===== src/sv/gbl_pkg.sv =====
// Shared types and constants for the glyph bitmap to LCD byte stream block.
// Used by the front end, the job queue, the back end and the top level.
package gbl_pkg;

  // Default limit on the glyph side, in pixels
  localparam int MAX_SIDE_DEF = 32;
  // Compare width for a 6-bit size register against any side limit up to 64
  localparam int CMP_W = 7;
  // Entries in the queue between front and back end
  localparam int JOBQ_DEPTH = 2;
  // Number of results in the window setup sequence
  localparam int START_LEN = 11;

  // Controller command bytes
  localparam logic [7:0] CMD_COL_SET   = 8'h2A;
  localparam logic [7:0] CMD_ROW_SET   = 8'h2B;
  localparam logic [7:0] CMD_MEM_WRITE = 8'h2C;

  // Configuration register indexes
  typedef enum logic [2:0] {
    REG_FG_COLOR     = 3'd0,
    REG_BG_COLOR     = 3'd1,
    REG_GLYPH_WIDTH  = 3'd2,
    REG_GLYPH_HEIGHT = 3'd3,
    REG_COL_OFFSET   = 3'd4,
    REG_ROW_OFFSET   = 3'd5
  } cfg_reg_e;

  // Input item function codes
  typedef enum logic {
    FUNC_START = 1'b0,
    FUNC_BYTE  = 1'b1
  } func_e;

  // Kinds of work handed from the front end to the back end
  typedef enum logic {
    JOB_START  = 1'b0,
    JOB_PIXELS = 1'b1
  } job_kind_e;

  typedef struct packed {
    logic       func;
    logic [7:0] pos_x;
    logic [7:0] pos_y;
    logic [7:0] glyph_byte;
  } in_item_t;

  typedef struct packed {
    logic       is_data;
    logic [7:0] out_byte;
    logic       last;
    logic       glyph_done;
  } out_item_t;

  typedef struct packed {
    logic [15:0] fg_color;
    logic [15:0] bg_color;
    logic [5:0]  glyph_width;
    logic [5:0]  glyph_height;
    logic [7:0]  col_offset;
    logic [7:0]  row_offset;
  } cfg_t;

  // For a start job a..d hold first column, last column, first row and last row.
  // For a pixel job a holds the bitmap byte and npix the pixel count.
  typedef struct packed {
    job_kind_e  kind;
    logic [7:0] a;
    logic [7:0] b;
    logic [7:0] c;
    logic [7:0] d;
    logic [3:0] npix;
    logic       done;
  } job_t;

endpackage


===== src/sv/gbl_front.sv =====
// Front end: classifies accepted items, tracks glyph row and column and builds jobs.
// Depends on gbl_pkg.
module gbl_front import gbl_pkg::*; #(
  parameter int MAX_GLYPH_SIDE = MAX_SIDE_DEF
) (
  input  logic     clk_i,
  input  logic     rst_ni,
  input  logic     acc_i,
  input  in_item_t item_i,
  input  cfg_t     cfg_i,
  output logic     job_valid_o,
  output job_t     job_o
);

  localparam int SideW = $clog2(MAX_GLYPH_SIDE + 1);

  logic [SideW-1:0] w_eff, h_eff;
  logic [SideW-1:0] row_q, row_d, col_q, col_d;
  logic [SideW-1:0] r1, c1, rem;
  logic             active_q, active_d;
  logic [3:0]       npix;

  // Effective glyph sizes: zero acts as one, large values clamp to the limit.
  always_comb begin
    if (cfg_i.glyph_width == '0) begin
      w_eff = SideW'(1);
    end else if ({1'b0, cfg_i.glyph_width} > CMP_W'(MAX_GLYPH_SIDE)) begin
      w_eff = SideW'(MAX_GLYPH_SIDE);
    end else begin
      w_eff = SideW'(cfg_i.glyph_width);
    end
    if (cfg_i.glyph_height == '0) begin
      h_eff = SideW'(1);
    end else if ({1'b0, cfg_i.glyph_height} > CMP_W'(MAX_GLYPH_SIDE)) begin
      h_eff = SideW'(MAX_GLYPH_SIDE);
    end else begin
      h_eff = SideW'(cfg_i.glyph_height);
    end
  end

  // Classify the item, advance the glyph position and form the job.
  always_comb begin
    row_d       = row_q;
    col_d       = col_q;
    active_d    = active_q;
    job_valid_o = 1'b0;
    job_o       = '0;
    r1          = row_q;
    c1          = col_q;
    rem         = '0;
    npix        = '0;
    if (acc_i) begin
      if (item_i.func == FUNC_START) begin
        // A start always opens a fresh glyph, abandoning any old one.
        active_d    = 1'b1;
        row_d       = '0;
        col_d       = '0;
        job_valid_o = 1'b1;
        job_o.kind  = JOB_START;
        job_o.a     = item_i.pos_x + cfg_i.col_offset;
        job_o.b     = item_i.pos_x + 8'(w_eff) - 8'd1 + cfg_i.col_offset;
        job_o.c     = item_i.pos_y + cfg_i.row_offset;
        job_o.d     = item_i.pos_y + 8'(h_eff) - 8'd1 + cfg_i.row_offset;
      end else if (active_q) begin
        if (row_q >= h_eff) begin
          // The height shrank below the current row: the glyph ends here.
          active_d = 1'b0;
          row_d    = '0;
          col_d    = '0;
        end else begin
          // A row already past a shrunk width counts as complete.
          if (col_q >= w_eff) begin
            c1 = '0;
            r1 = row_q + SideW'(1);
          end
          if (r1 >= h_eff) begin
            active_d = 1'b0;
            row_d    = '0;
            col_d    = '0;
          end else begin
            rem         = w_eff - c1;
            npix        = (rem > SideW'(8)) ? 4'd8 : 4'(rem);
            col_d       = c1 + SideW'(npix);
            row_d       = r1;
            job_valid_o = 1'b1;
            job_o.kind  = JOB_PIXELS;
            job_o.a     = item_i.glyph_byte;
            job_o.npix  = npix;
            if (col_d >= w_eff) begin
              col_d = '0;
              row_d = r1 + SideW'(1);
              if (row_d >= h_eff) begin
                job_o.done = 1'b1;
                active_d   = 1'b0;
                row_d      = '0;
              end
            end
          end
        end
      end
    end
  end

  // Glyph position registers.
  always_ff @(posedge clk_i or negedge rst_ni) begin
    if (!rst_ni) begin
      row_q    <= '0;
      col_q    <= '0;
      active_q <= 1'b0;
    end else begin
      row_q    <= row_d;
      col_q    <= col_d;
      active_q <= active_d;
    end
  end

  // With no glyph open the position must be back at the origin.
  a_idle_origin: assert property (@(posedge clk_i) disable iff (!rst_ni)
    !active_q |-> (row_q == '0) && (col_q == '0))
    else $error("glyph position not cleared while no glyph is open");

  // A pixel job always carries between one and eight pixels.
  a_npix_range: assert property (@(posedge clk_i) disable iff (!rst_ni)
    job_valid_o && (job_o.kind == JOB_PIXELS) |-> (job_o.npix != 4'd0) && (job_o.npix <= 4'd8))
    else $error("pixel job with an impossible pixel count");

endmodule


===== src/sv/gbl_jobq.sv =====
// Short job queue between the front end and the back end.
// Depends on gbl_pkg.
module gbl_jobq import gbl_pkg::*; (
  input  logic clk_i,
  input  logic rst_ni,
  input  logic wr_i,
  input  job_t wr_data_i,
  input  logic rd_i,
  output logic rd_valid_o,
  output job_t rd_data_o,
  output logic full_o
);

  localparam int PtrW = (JOBQ_DEPTH > 1) ? $clog2(JOBQ_DEPTH) : 1;
  localparam int CntW = $clog2(JOBQ_DEPTH + 1);

  job_t            mem_q [JOBQ_DEPTH];
  logic [PtrW-1:0] wr_ptr_q, rd_ptr_q;
  logic [CntW-1:0] count_q;
  logic            do_rd;

  assign rd_valid_o = (count_q != '0);
  assign full_o     = (count_q == CntW'(JOBQ_DEPTH));
  assign rd_data_o  = mem_q[rd_ptr_q];
  assign do_rd      = rd_i && rd_valid_o;

  // Storage, written at the tail.
  always_ff @(posedge clk_i) begin
    if (wr_i) begin
      mem_q[wr_ptr_q] <= wr_data_i;
    end
  end

  // Pointers and fill count.
  always_ff @(posedge clk_i or negedge rst_ni) begin
    if (!rst_ni) begin
      wr_ptr_q <= '0;
      rd_ptr_q <= '0;
      count_q  <= '0;
    end else begin
      if (wr_i) begin
        wr_ptr_q <= (wr_ptr_q == PtrW'(JOBQ_DEPTH - 1)) ? '0 : wr_ptr_q + PtrW'(1);
      end
      if (do_rd) begin
        rd_ptr_q <= (rd_ptr_q == PtrW'(JOBQ_DEPTH - 1)) ? '0 : rd_ptr_q + PtrW'(1);
      end
      if (wr_i && !do_rd) begin
        count_q <= count_q + CntW'(1);
      end else if (!wr_i && do_rd) begin
        count_q <= count_q - CntW'(1);
      end
    end
  end

  // The front end only writes when a transfer was allowed in.
  a_no_overflow: assert property (@(posedge clk_i) disable iff (!rst_ni)
    wr_i |-> !full_o)
    else $error("job queue written while full");

  a_count_range: assert property (@(posedge clk_i) disable iff (!rst_ni)
    count_q <= CntW'(JOBQ_DEPTH))
    else $error("job queue fill count out of range");

endmodule


===== src/sv/gbl_back.sv =====
// Back end: expands jobs into command, window and RGB565 pixel bytes, one per cycle
// while a job waits and the output is free or popped. Depends on gbl_pkg.
module gbl_back import gbl_pkg::*; (
  input  logic        clk_i,
  input  logic        rst_ni,
  input  logic        job_valid_i,
  input  job_t        job_i,
  input  logic [15:0] fg_color_i,
  input  logic [15:0] bg_color_i,
  output logic        job_pop_o,
  input  logic        pop_i,
  output logic        empty_o,
  output out_item_t   out_o
);

  logic [3:0] step_q, step_d;
  out_item_t  out_q, res;
  logic       out_valid_q;
  logic       advance, last_step;
  logic [15:0] px;

  // Final step of the current job.
  always_comb begin
    if (job_i.kind == JOB_START) begin
      last_step = (step_q == 4'(START_LEN - 1));
    end else begin
      last_step = ({1'b0, step_q} == ({job_i.npix, 1'b0} - 5'd1));
    end
  end

  // Result byte for the current step.
  always_comb begin
    res        = '0;
    px         = job_i.a[3'd7 - step_q[3:1]] ? fg_color_i : bg_color_i;
    res.last   = last_step;
    if (job_i.kind == JOB_START) begin
      res.is_data = 1'b1;
      case (step_q)
        4'd0: begin
          res.is_data  = 1'b0;
          res.out_byte = CMD_COL_SET;
        end
        4'd2: res.out_byte = job_i.a;
        4'd4: res.out_byte = job_i.b;
        4'd5: begin
          res.is_data  = 1'b0;
          res.out_byte = CMD_ROW_SET;
        end
        4'd7: res.out_byte = job_i.c;
        4'd9: res.out_byte = job_i.d;
        4'd10: begin
          res.is_data  = 1'b0;
          res.out_byte = CMD_MEM_WRITE;
        end
        default: res.out_byte = 8'h00;
      endcase
    end else begin
      // Each pixel goes out high byte first.
      res.is_data    = 1'b1;
      res.out_byte   = step_q[0] ? px[7:0] : px[15:8];
      res.glyph_done = last_step && job_i.done;
    end
  end

  // The output register takes a new result when it is free or being emptied.
  assign advance   = job_valid_i && (!out_valid_q || pop_i);
  assign job_pop_o = advance && last_step;
  assign step_d    = advance ? (last_step ? 4'd0 : step_q + 4'd1) : step_q;
  assign empty_o   = !out_valid_q;
  assign out_o     = out_q;

  // Step counter and output valid flag.
  always_ff @(posedge clk_i or negedge rst_ni) begin
    if (!rst_ni) begin
      step_q      <= '0;
      out_valid_q <= 1'b0;
    end else begin
      step_q <= step_d;
      if (advance) begin
        out_valid_q <= 1'b1;
      end else if (pop_i) begin
        out_valid_q <= 1'b0;
      end
    end
  end

  // Output payload register.
  always_ff @(posedge clk_i) begin
    if (advance) begin
      out_q <= res;
    end
  end

  a_done_is_last: assert property (@(posedge clk_i) disable iff (!rst_ni)
    out_valid_q && out_q.glyph_done |-> out_q.last)
    else $error("glyph end flagged on a result that is not the last of its item");

  a_start_step: assert property (@(posedge clk_i) disable iff (!rst_ni)
    job_valid_i && (job_i.kind == JOB_START) |-> step_q < 4'(START_LEN))
    else $error("window setup step out of range");

  a_pixel_step: assert property (@(posedge clk_i) disable iff (!rst_ni)
    job_valid_i && (job_i.kind == JOB_PIXELS) |-> {1'b0, step_q} < {job_i.npix, 1'b0})
    else $error("pixel step out of range");

endmodule


===== src/sv/glyph_bitmap_to_lcd_stream.sv =====
// Glyph bitmap to LCD byte stream: a start item yields the eleven-byte window setup
// (column set, row set, memory write) and each bitmap byte yields two bytes per
// covered pixel, up to sixteen. The output side delivers one byte per clock cycle
// while the output is free or popped; bytes with no glyph open give no output.
// Input is accepted in every cycle while the two-entry job queue between the
// front end and the byte expander has room, so the sustained input rate is set
// by the expander's one byte per cycle.
// Depends on gbl_pkg, gbl_front, gbl_jobq and gbl_back.
module glyph_bitmap_to_lcd_stream import gbl_pkg::*; #(
  parameter int MAX_GLYPH_SIDE = MAX_SIDE_DEF
) (
  input  logic        clk_i,
  input  logic        rst_ni,
  input  logic        push,
  output logic        full,
  input  in_item_t    in_item_i,
  output logic        empty,
  input  logic        pop,
  output out_item_t   out_item_o,
  input  logic        cfg_valid_i,
  output logic        cfg_ready_o,
  input  logic [2:0]  cfg_index_i,
  input  logic [15:0] cfg_data_i
);

  cfg_t cfg_q;
  logic acc;
  logic job_valid, jq_valid, jq_pop;
  job_t job, jq_head;

  assign cfg_ready_o = 1'b1;
  assign acc         = push && !full;

  // Configuration registers; a write beyond the list is ignored.
  always_ff @(posedge clk_i or negedge rst_ni) begin
    if (!rst_ni) begin
      cfg_q.fg_color     <= 16'hFFFF;
      cfg_q.bg_color     <= 16'h0000;
      cfg_q.glyph_width  <= 6'd16;
      cfg_q.glyph_height <= 6'd16;
      cfg_q.col_offset   <= 8'd0;
      cfg_q.row_offset   <= 8'd0;
    end else if (cfg_valid_i && cfg_ready_o) begin
      case (cfg_reg_e'(cfg_index_i))
        REG_FG_COLOR:     cfg_q.fg_color     <= cfg_data_i;
        REG_BG_COLOR:     cfg_q.bg_color     <= cfg_data_i;
        REG_GLYPH_WIDTH:  cfg_q.glyph_width  <= cfg_data_i[5:0];
        REG_GLYPH_HEIGHT: cfg_q.glyph_height <= cfg_data_i[5:0];
        REG_COL_OFFSET:   cfg_q.col_offset   <= cfg_data_i[7:0];
        REG_ROW_OFFSET:   cfg_q.row_offset   <= cfg_data_i[7:0];
        default: ;
      endcase
    end
  end

  // Front end: classification and glyph position tracking.
  gbl_front #(
    .MAX_GLYPH_SIDE(MAX_GLYPH_SIDE)
  ) u_front (
    .clk_i      (clk_i),
    .rst_ni     (rst_ni),
    .acc_i      (acc),
    .item_i     (in_item_i),
    .cfg_i      (cfg_q),
    .job_valid_o(job_valid),
    .job_o      (job)
  );

  // Job queue decoupling the two halves.
  gbl_jobq u_jobq (
    .clk_i     (clk_i),
    .rst_ni    (rst_ni),
    .wr_i      (job_valid),
    .wr_data_i (job),
    .rd_i      (jq_pop),
    .rd_valid_o(jq_valid),
    .rd_data_o (jq_head),
    .full_o    (full)
  );

  // Back end: byte expansion into the output register.
  gbl_back u_back (
    .clk_i      (clk_i),
    .rst_ni     (rst_ni),
    .job_valid_i(jq_valid),
    .job_i      (jq_head),
    .fg_color_i (cfg_q.fg_color),
    .bg_color_i (cfg_q.bg_color),
    .job_pop_o  (jq_pop),
    .pop_i      (pop),
    .empty_o    (empty),
    .out_o      (out_item_o)
  );

endmodule

===== config.mk =====
export PLATFORM = sky130hd
export DESIGN_NAME = glyph_bitmap_to_lcd_stream
export DESIGN_NICKNAME = d
export VERILOG_FILES = /design/src/sv/gbl_pkg.sv /design/src/sv/gbl_front.sv /design/src/sv/gbl_jobq.sv /design/src/sv/gbl_back.sv /design/src/sv/glyph_bitmap_to_lcd_stream.sv
export SDC_FILE = /design/constraint.sdc
export NUM_CORES = 1
export LEC_CHECK = 0
export ABC_AREA = 0
export ABC_CLOCK_PERIOD_IN_PS = 5800
export BUFFER_PORTS_ARGS = -buffer_cell sky130_fd_sc_hd__buf_2
export CAP_MARGIN = 0
export CORE_ASPECT_RATIO = 0.9
export CORE_MARGIN = 2
export CORE_UTILIZATION = 55
export DETAILED_ROUTE_END_ITERATION = 8
export PLACE_DENSITY = 0.77
export SETUP_SLACK_MARGIN = 0.15
export SLEW_MARGIN = 20
export SYNTH_ARGS = -nofsm -noshare
export SYNTH_HDL_FRONTEND = slang
export SYNTH_HIERARCHICAL = 1
export SYNTH_SLANG_ARGS = --single-unit

===== constraint.sdc =====
create_clock -name clk_i -period 5.8 [get_ports clk_i]
set_clock_uncertainty 0.1 [all_clocks]
set_input_delay 0.87 -clock clk_i [delete_from_list [all_inputs] [get_ports clk_i]]
set_output_delay 0.87 -clock clk_i [all_outputs]
set_load 0.03 [all_outputs]

==> run summary <==
minimum clock period - 5787 ps
gpl congestion - 0.8875
endpoints failing setup - 0
dominant cell type by area after synthesis - edfxtp_1
WL per Instance - 19.14 um
largest net degree at the start of global routing - 46
Die X-Extent - 150.5 um
Max FO, Critical Path - 5
synthesized cell area - 0.01062 mm^2
worst IR drop on VDD - 0.0002301 V
Top FF cell, synth - edfxtp_1
DP Worst Slack - -131.1 ps
synth unique cells - 71
initial antenna violation count - 0
Seq cells post-synth - 169
EDFF count, synth - 87
cells after synthesis - 925
Peak Freq - 0.1728 GHz
routed vias/inst - 5.734
area share of the leading cell type in the synthesized netlist - 24.60%
Crit. End Element - flip-flop
first-pass GRT wire length - 38250 um
Hold WS - 316.3 ps
post-synthesis async set-or-reset flop share - 48.52%
Initial Util - 55.78%
clock root buffer - clkbuf_16
status - finished clean
# diodes - 0
drt initial violations - 522
CP most frequent cell - inv_2
drt pass-1 iters - 5
Largest stage delay, worst path - 560 ps
I/O Pins - 63
die area - 0.02044 mm^2
most frequent cells in the layout - 92 x mux2_2, 90 x inv_1, 87 x edfxtp_1
vias - 7386
Slew Limit Fails - 0
Final HPWL DP - 17600 um
drt total wl - 24660 um
layout net count - 1180
placed inst area - 0.01131 mm^2
clock sinks - 169
post-route ant nets - 0
vias in the first global route - 7288
register area share after synthesis - 44.14%
PD cells - 515.1 mW/mm^2
CTS tree - yes
worst path arrival time - 6050 ps
Worst path slowest cell - dfstp_2
Residual DRC - 0
Syn. warnings - 6
Core Box Area - 0.01904 mm^2
Hold Crit Class - in -> async
top cells by area, synth - edfxtp_1 25%, dfrtp_1 15%, ha_1 11%
Syn Area/Cell - 11.48 um^2
overall power - 6368 uW
Site Rows - 48
slew margin rel. - 25.99%
CTS max path bufs - 2
placed insts - 1233
H-tree depth - 4
fin area - 0.01236 mm^2
max cap viols - 0
worst-margin pin slew - 1105 ps
# port buffers - 61
RSZ-0062 raised after global routing - true
critical setup path kind - reg -> reg
total track usage - 24.91%
layout cells sized above 1 - 30.44%
clk slew on worst S/H paths - 70 ps
CP Launch Type - flip-flop
Leak Pwr - 0.005434 uW
grt total ovfl - 0
most common cell after layout, fill and taps aside - mux2_2
WP data required - 6060 ps
die height - 135.8 um
clk_lat worst skew - 440 ps
Inserted Clock Buffers - 17
Final Hold Fails - 0
Syn-to-layout area delta - 16.43%
non-filler cells, final - 1288
Mapped Nets - 1080
Final WS setup - 13.32 ps
fin crit share - 99.77%
-- what timing repair did --
item / in CTS / in global routing
setup buffers: 18 / 5
hold buffers: 0 / 0
gates cloned: 0 / 0
pin swaps: 16 / 28
endpoints found under the setup margin: 15 / 15
resized for setup: 27 / 34
-- flip-flops by register name, indices dropped and copies added (netlist names) --
name                count
u_jobq/mem_q           76
cfg_q                  60
u_back/out_o           11
u_front/col_q           6
u_front/row_q           6
u_back/step_q           4
u_jobq/count_q          2
u_back/out_valid_q      1
u_front/active_q        1
u_jobq/rd_ptr_q         1
u_jobq/wr_ptr_q         1
-- where the power goes --
| part | internal [uW] | total (uW) | switching (uW) |
|---|---|---|---|
| clock network | 593 | 1080 | 491 |
| logic | 1550 | 3380 | 1830 |
| registers | 1690 | 1910 | 218 |
| total | 3830 | 6370 | 2540 |
-- cells by family after synthesis --
| logic type | Yosys count | synth area share [%] |
|---|---|---|
| adders and majority gates | 106 | 13.62 |
| and+or+nand+nor | 180 | 8.778 |
| other | 1 | 0.03531 |
| xor gates and xnor gates | 56 | 4.690 |
| AOI/OAI and AO/OA | 156 | 9.815 |
| muxes | 130 | 13.84 |
| DFF | 169 | 44.14 |
| buffers and inverters | 127 | 5.078 |
-- through the flow --
step                setup TNS (ps)  util [%]
finish                           0     64.94
global route                 -1662     64.94
CTS                              0     63.81
detailed placement          -668.4     59.42
global placement                 0     59.42
floorplan                        0         -
-- worst paths after layout --
path,start,to,slack [ps],cells after the start
worst max register to register,cfg_q[26],u_front/col_q[5],10,29
worst max-delay path,cfg_q[26],u_front/col_q[5],10,29
min in group clk_i,u_jobq/count_q[1],u_jobq/count_q[1],390,1
worst min-delay path,rst_ni,u_front/row_q[4],320,1
max in group asynchronous,rst_ni,cfg_q[45],4270,2
worst min register to register,u_jobq/count_q[1],u_jobq/count_q[1],390,1
-- synth_stat cells, types with 4 or more instances --
cell	number
inv_1	93
mux2_2	92
ha_1	90
edfxtp_1	87
dfrtp_1	64
nand2_1	51
nor2_1	43
xnor2_1	43
a21oi_1	36
mux2i_1	27
a21o_1	20
o21ai_0	20
clkbuf_1	18
dfstp_2	18
fa_1	16
nor2b_1	15
o21ai_1	12
xor2_1	12
and2_1	11
a22o_1	10
mux2_4	10
nand2b_1	10
nand3_1	10
a32oi_1	9
o22ai_1	8
nor3_1	7
a22oi_1	6
buf_6	5
nor4_1	5
o21bai_1	5
nand3b_1	4
o21a_1	4
-- cell type report --
type	count	area, um^2
flip-flops and latches	169	4687
clock buffers	19	432.9
inverters	96	360.3
clock inverters	13	122.6
repair buffers	112	705.7
well taps	250	312.8
fillers	1393	6675
multi-input cells	629	5742
-- critical path: cells and delay by family (launching register included) --
family                     cells  cell delay [ps]
AOI/OAI and AO/OA              9             1370
xor gates and xnor gates       2              320
adders and majority gates      5             1390
buffers and inverters          5              400
DFF                            1              560
muxes                          1              180
and+or+nand+nor                7             1390
-- metal layers --
metal	track usage (%)	up-vias	routed length, um
met3	4.396	35	1329
met1	34.88	3643	11000
met5	0	-	0
li1	-	3487	-
met4	7.442	0	433
met2	39.87	221	11900
No activity file was read; power rests on OpenSTA's default activity.
